### src/sndr_pkg.sv
// Package: types, constants and sigmoid table for the sigmoid neuron
`timescale 1ns / 1ps
`default_nettype none
package sndr_pkg;
   localparam int MAX_COORDS_DEF = 8;
   localparam logic [3:0] CNT_RESET = 4'd8;
   localparam logic [15:0] LR_RESET = 16'd4096;
   localparam logic [15:0] W_RESET = 16'd5793;
   localparam logic REG_COUNT = 1'b0;
   localparam logic REG_LRATE = 1'b1;

   typedef enum logic {
      OP_EVAL  = 1'b0,
      OP_TRAIN = 1'b1
   } op_type;

   // controller -> datapath commands
   typedef struct packed {
      logic clr_acc;
      logic mac;        // accumulate w*x for index
      logic eval_fin;   // compute sigmoid from acc
      logic grad;       // compute g
      logic delta;      // compute delta
      logic upd;        // u[i] = w + round(delta*x)
      logic sq;         // sumsq += u^2
      logic sqrt_start;
      logic div_start;  // start w[i] = u/len
      logic wr_w;       // write divider result
   } cmd_type;

   typedef struct packed {
      logic sqrt_done;
      logic div_done;
   } sts_type;

   function automatic logic [12:0] sig_tab(input logic [5:0] k);
      logic [12:0] t;
      unique case (k)
         6'd0: t = 13'd2048;  6'd1: t = 13'd2303;  6'd2: t = 13'd2550;
         6'd3: t = 13'd2782;  6'd4: t = 13'd2994;  6'd5: t = 13'd3184;
         6'd6: t = 13'd3349;  6'd7: t = 13'd3490;  6'd8: t = 13'd3608;
         6'd9: t = 13'd3705;  6'd10: t = 13'd3785; 6'd11: t = 13'd3850;
         6'd12: t = 13'd3902; 6'd13: t = 13'd3943; 6'd14: t = 13'd3976;
         6'd15: t = 13'd4002; 6'd16: t = 13'd4022; 6'd17: t = 13'd4038;
         6'd18: t = 13'd4051; 6'd19: t = 13'd4061; 6'd20: t = 13'd4069;
         6'd21: t = 13'd4075; 6'd22: t = 13'd4079; 6'd23: t = 13'd4083;
         6'd24: t = 13'd4086; 6'd25: t = 13'd4088; 6'd26: t = 13'd4090;
         6'd27: t = 13'd4091; 6'd28: t = 13'd4092; 6'd29: t = 13'd4093;
         6'd30: t = 13'd4094; 6'd31: t = 13'd4094; 6'd32: t = 13'd4096;
         default: t = 13'd4096;
      endcase
      return t;
   endfunction
endpackage
`default_nettype wire

### src/sndr_ctrl.sv
// Controller: coordinate indexing and sequencing of evaluate and train passes
`timescale 1ns / 1ps
`default_nettype none
module sndr_ctrl #(
   parameter int MAX_COORDS = sndr_pkg::MAX_COORDS_DEF,
   localparam int IW = (MAX_COORDS > 1) ? $clog2(MAX_COORDS) : 1,
   localparam int CW = $clog2(MAX_COORDS + 1)
) (
   input  wire logic              clock,
   input  wire logic              reset,
   input  wire logic              in_valid,
   output logic                   in_ready,
   input  wire logic              in_type,
   input  wire logic              in_last,
   output logic                   out_valid,
   input  wire logic              out_ready,
   output logic                   out_type,
   input  wire logic [3:0]        count_cfg,
   output sndr_pkg::cmd_type      cmd,
   input  wire sndr_pkg::sts_type sts,
   output logic                   x_we,
   output logic [IW-1:0]          x_waddr,
   output logic [IW-1:0]          rd_idx,
   output logic                   x_zero,
   output logic                   tgt_ld,
   output logic                   clr_out
);
   typedef enum logic [3:0] {
      S_IN, S_MAC, S_MACW, S_SIG, S_GRAD, S_LRD, S_DELTA, S_UPD, S_UPDW,
      S_SQ, S_SQW, S_SQRT, S_DIV, S_DIVW, S_OUT
   } state_type;

   state_type   state_ff;
   logic [CW-1:0] cidx_ff, m_ff, i_ff, n;
   logic [2:0]  w_ff;
   logic        type_ff;

   always_comb begin
      if (count_cfg == 4'd0) n = CW'(1);
      else if (32'(count_cfg) > MAX_COORDS) n = CW'(MAX_COORDS);
      else n = CW'(count_cfg);
   end

   logic acc_in;
   assign in_ready = (state_ff == S_IN) && !out_valid;
   assign acc_in   = in_valid && in_ready;
   assign x_we     = acc_in && (cidx_ff < n);
   assign x_waddr  = cidx_ff[IW-1:0];
   assign rd_idx   = i_ff[IW-1:0];
   assign x_zero   = i_ff >= m_ff;
   assign tgt_ld   = acc_in && in_last;
   assign out_type = type_ff;

   always_comb begin
      cmd = '0;
      cmd.clr_acc    = acc_in && in_last;
      cmd.mac        = (state_ff == S_MAC);
      cmd.eval_fin   = (state_ff == S_SIG);
      cmd.grad       = (state_ff == S_GRAD);
      cmd.delta      = (state_ff == S_DELTA);
      cmd.upd        = (state_ff == S_UPD);
      cmd.sq         = (state_ff == S_SQ);
      cmd.sqrt_start = (state_ff == S_SQW) && (w_ff == 3'd0);
      cmd.div_start  = (state_ff == S_DIV);
      cmd.wr_w       = (state_ff == S_DIVW) && sts.div_done;
   end
   assign clr_out = (state_ff == S_GRAD);

   always_ff @(posedge clock) begin
      if (reset) begin
         state_ff  <= S_IN;
         cidx_ff   <= '0;
         out_valid <= 1'b0;
         i_ff      <= '0;
         w_ff      <= '0;
      end else begin
         if (out_valid && out_ready) out_valid <= 1'b0;
         unique case (state_ff)
            S_IN: if (acc_in) begin
               if (cidx_ff < n) cidx_ff <= cidx_ff + CW'(1);
               if (in_last) begin
                  m_ff    <= (cidx_ff < n) ? cidx_ff + CW'(1) : cidx_ff;
                  cidx_ff <= '0;
                  type_ff <= in_type;
                  i_ff    <= '0;
                  state_ff <= (in_type == sndr_pkg::OP_TRAIN) ? S_GRAD : S_MAC;
               end
            end
            S_MAC: begin
               if (i_ff == n - CW'(1)) begin
                  state_ff <= S_MACW;
                  w_ff <= '0;
               end else i_ff <= i_ff + CW'(1);
            end
            S_MACW: begin
               w_ff <= w_ff + 3'd1;
               if (w_ff == 3'd3) state_ff <= S_SIG;
            end
            S_SIG: state_ff <= S_OUT;
            S_GRAD: state_ff <= S_LRD;
            S_LRD: state_ff <= S_DELTA;
            S_DELTA: state_ff <= S_UPD;
            S_UPD: begin
               if (i_ff == n - CW'(1)) begin
                  state_ff <= S_UPDW;
                  w_ff <= '0;
               end else i_ff <= i_ff + CW'(1);
            end
            S_UPDW: begin
               w_ff <= w_ff + 3'd1;
               if (w_ff == 3'd3) begin
                  state_ff <= S_SQ;
                  i_ff <= '0;
               end
            end
            S_SQ: begin
               if (i_ff == n - CW'(1)) begin
                  state_ff <= S_SQW;
                  w_ff <= 3'd4;
               end else i_ff <= i_ff + CW'(1);
            end
            S_SQW: begin
               w_ff <= w_ff - 3'd1;
               if (w_ff == 3'd0) state_ff <= S_SQRT;
            end
            S_SQRT: if (sts.sqrt_done) begin
               state_ff <= S_DIV;
               i_ff <= '0;
            end
            S_DIV: state_ff <= S_DIVW;
            S_DIVW: if (sts.div_done) begin
               if (i_ff == n - CW'(1)) state_ff <= S_OUT;
               else begin
                  i_ff <= i_ff + CW'(1);
                  state_ff <= S_DIV;
               end
            end
            S_OUT: if (!out_valid) begin
               out_valid <= 1'b1;
               state_ff  <= S_IN;
            end
            default: state_ff <= S_IN;
         endcase
      end
   end
endmodule
`default_nettype wire

### config.mk
export PLATFORM = sky130hd
export DESIGN_NAME = sndr_ctrl
export DESIGN_NICKNAME = d
export VERILOG_FILES = /design/src/sndr_pkg.sv /design/src/sndr_ctrl.sv
export SDC_FILE = /design/constraint.sdc
export NUM_CORES = 1
export LEC_CHECK = 0
export ABC_AREA = 1
export BUFFER_PORTS_ARGS = -buffer_cell sky130_fd_sc_hd__buf_2
export CAP_MARGIN = 10
export CORE_MARGIN = 2
export CORE_UTILIZATION = 50
export DETAILED_ROUTE_END_ITERATION = 10
export PLACE_DENSITY = 0.77
export SLEW_MARGIN = 0
export SYNTH_ARGS = -nofsm -noshare
export SYNTH_HDL_FRONTEND = slang
export SYNTH_SLANG_ARGS = --single-unit
### constraint.sdc
create_clock -name clock -period 2.7 [get_ports clock]
set_input_delay 0.675 -clock clock [delete_from_list [all_inputs] [get_ports clock]]
set_output_delay 0.675 -clock clock [all_outputs]
set_load 0.05 [all_outputs]
==> run_results.csv <==
group,metric,value,unit
global_route,grt.total_usage,0.195,
sta,worst_pin_slew,0.626,ns
placement,portBuffers,34,
placement,routabilityCongestion,0.882,
route,drc,0,
global_route,grt_max_degree,16,
sta,report.final.slew_viol_count,0,
global_route,first_global_vias,1503,
global_route,met1_usage,0.279,
floorplan,core_area,3360,µm²
sta,fin_skew,0.00144,ns
clock_tree,cts_setup_buffers,0,
sta,period_needed,2.55,ns
critical_path,endpoint_kind,"output pin",
final_layout,area_growth_syn_to_layout,14.1,%
route,wl_per_cell,10.7,µm
placement,dp_cells,338,
route,ant_nets,0,
sta,hold_viol,0,
critical_path,crit_fanout,3,
route,via_per_inst,4.99,
floorplan,io_pins,35,
global_route,grt_util_met2,0.315,
yosys,syn_nets,284,
placement,pre_cts_ws,0.0547,ns
final_layout,drive_above_1_share,0.233,
final_layout,utilization,0.596,
global_route,grt_pass1_wl,6340,µm
sta,slew_headroom,0.579,
floorplan,die_h,63.3,µm
final_layout,fillerInstances,348,
final_layout,fin_cells,342,
final_layout,diodes,0,
sta,setup-violations-final,0,
outcome,status,"finished, final reports clean",
clock_tree,cts_sinks,21,
route,drt-initial-drc-count,145,
critical_path,setup.worst_path.start_class,"primary input",
final_layout,nets,320,
clock_tree,clk_pin_slew,0.13,ns
yosys,synth_cell_types,29,
floorplan,die_w,63.3,µm
clock_tree,cts_root_buffer,"clkbuf_4",
power,powerDensity,763,nW/µm²
route,wirelength,3670,µm
yosys,synth_edf_count,5,
final_layout,final_common_cell,"nand2_1",
yosys,syn_inst,261,
yosys,ys_warn_count,0,
clock_tree,clk_latency,0.30,ns
worst_hold_path,worst_hold_path_type,"reg -> reg",
yosys,synthesis.area,1760,µm²
critical_path,critical_path_required,2.03,ns
sta,finalSetupTns,0,ns
global_route,overflow,0,
clock_tree,cts-resized-gates,0,
sta,period_share,0.943,
yosys,synthArstFlopShare,0,
critical_path,worstSetupPathType,"in -> out",
yosys,ys.flop_type,"dfxtp_1",
power,p_leak,1.04,nW
route,num_vias,1707,
placement,dp_hpwl,2970,µm
floorplan,die_area,4000,µm²
route,dr.pass1.iters,4,
clock_tree,numCtsBuffers,3,
floorplan,num_rows,21,
sta,rsz0062_at_grt,"false",
global_route,antenna_found_initial,0,
clock_tree,ctsHoldBuffers,0,
clock_tree,cts_tree,"done",
clock_tree,cts_buffer_depth,2,
power,max-vdd-ir-drop,0.486,mV
yosys,syn-mean-instance-area,6.73,µm²
final_layout,final_cell_mix,"nand2_1 (62), inv_1 (37), buf_2 (33), nor2_1 (26), nand3_1 (26)",
global_route,busiest_layer,"met2",
global_route,use_met3,0.0161,
yosys,ys_seq_area_frac,0.268,
yosys,ys_ff_latch,21,
sta,timing.fmax,0.393,GHz
critical_path,critical_path_arrival,1.87,ns
run,cap_violations,0,
floorplan,start_util,0.522,
sta,fin_ws,0.153,ns
clock_tree,ctsHtreeMaxLevel,1,
-- metal layers --
layer,part of all wire,wire length [µm],up-vias
li1,-,-,906
met1,0.49,1810,755
met2,0.45,1640,44
met3,0.055,202,2
met4,0.0063,23,0
met5,0,0,-
-- flip-flops by register name, indices dropped and copies added (netlist names) --
register and cells:
m_ff 4, state_ff 4, out_valid 1, w_ff 3
cidx_ff 4, i_ff 4, out_type 1
-- synthesized netlist by cell type, types with 3 or more instances --
| master | instances | area share |
|---|---|---|
| inv_1 | 37 | 0.079 |
| edfxtp_1 | 5 | 0.086 |
| o211ai_1 | 3 | 0.013 |
| nand2_1 | 62 | 0.13 |
| buf_4 | 8 | 0.034 |
| a21oi_1 | 16 | 0.046 |
| nor2_1 | 28 | 0.060 |
| nor2_4 | 6 | 0.038 |
| nand3_1 | 26 | 0.074 |
| nand2_2 | 10 | 0.036 |
| dfxtp_1 | 16 | 0.18 |
| nand3b_1 | 3 | 0.013 |
| ha_1 | 10 | 0.071 |
| xnor2_1 | 5 | 0.025 |
| nor3_1 | 4 | 0.011 |
-- critical path, cell delays in order --
cell     delay (ns)
buf_2          0.11
nor3_1         0.17
o21ai_1        0.10
ha_1           0.27
nand2_1        0.06
nand2_1        0.04
nand2_1        0.07
nand2_1        0.09
nor2_2         0.11
buf_6          0.16
-- power breakdown --
part | switching (mW) | leakage (nW) | internal (mW)
logic | 0.639 | 0.847 | 0.288
registers | 0.0666 | 0.176 | 0.376
clock network | 0.104 | 0.0177 | 0.0552
total | 0.810 | 1.04 | 0.719
-- layout make-up --
cell class                 instances  area [µm²]  area share
timing repair buffer              40         221       0.111
clock inverter                     1        5.00     0.00250
clock buffer                       3        22.5      0.0112
multi-input combinational        192        1080       0.539
tap                               46        57.6      0.0287
inverter                          39         146      0.0731
sequential                        21         470       0.235
-- kinds of logic after synthesis --
kind of cell,after synthesis,synth area share
buffers and inverters,48,0.120
AOI/OAI and AO/OA,26,0.0841
and+or+nand+nor,148,0.411
adders and majority gates,11,0.0827
DFF,21,0.268
xor gates and xnor gates,7,0.0349
-- metrics by stage --
| step | power [mW] | area (µm²) | hold slack [ns] |
|---|---|---|---|
| 6_report | 1.53 | 2000 | 0.508 |
| 5_1_grt | 1.66 | 2000 | 0.532 |
| 3_5_place_dp | 1.36 | 1970 | 0.497 |
| 4_1_cts | 1.52 | 2000 | 0.515 |
| 3_3_place_gp | 1.36 | 1970 | 0.490 |
| 2_1_floorplan | 1.20 | 1760 | 0.477 |
-- path summary, 6_finish.rpt --
check,startpoint,end,slack [ns],cells after the start
worst max register to register,state_ff[0]$_SDFFE_PP0P_,w_ff[2]$_SDFFE_PP0P_,0.74,10
worst min register to register,w_ff[0]$_SDFFE_PP0P_,w_ff[0]$_SDFFE_PP0P_,0.51,2
worst min-delay path,w_ff[0]$_SDFFE_PP0P_,w_ff[0]$_SDFFE_PP0P_,0.51,2
worst max-delay path,count_cfg[1],x_we,0.15,10
Power figures use the tool's default switching activity.
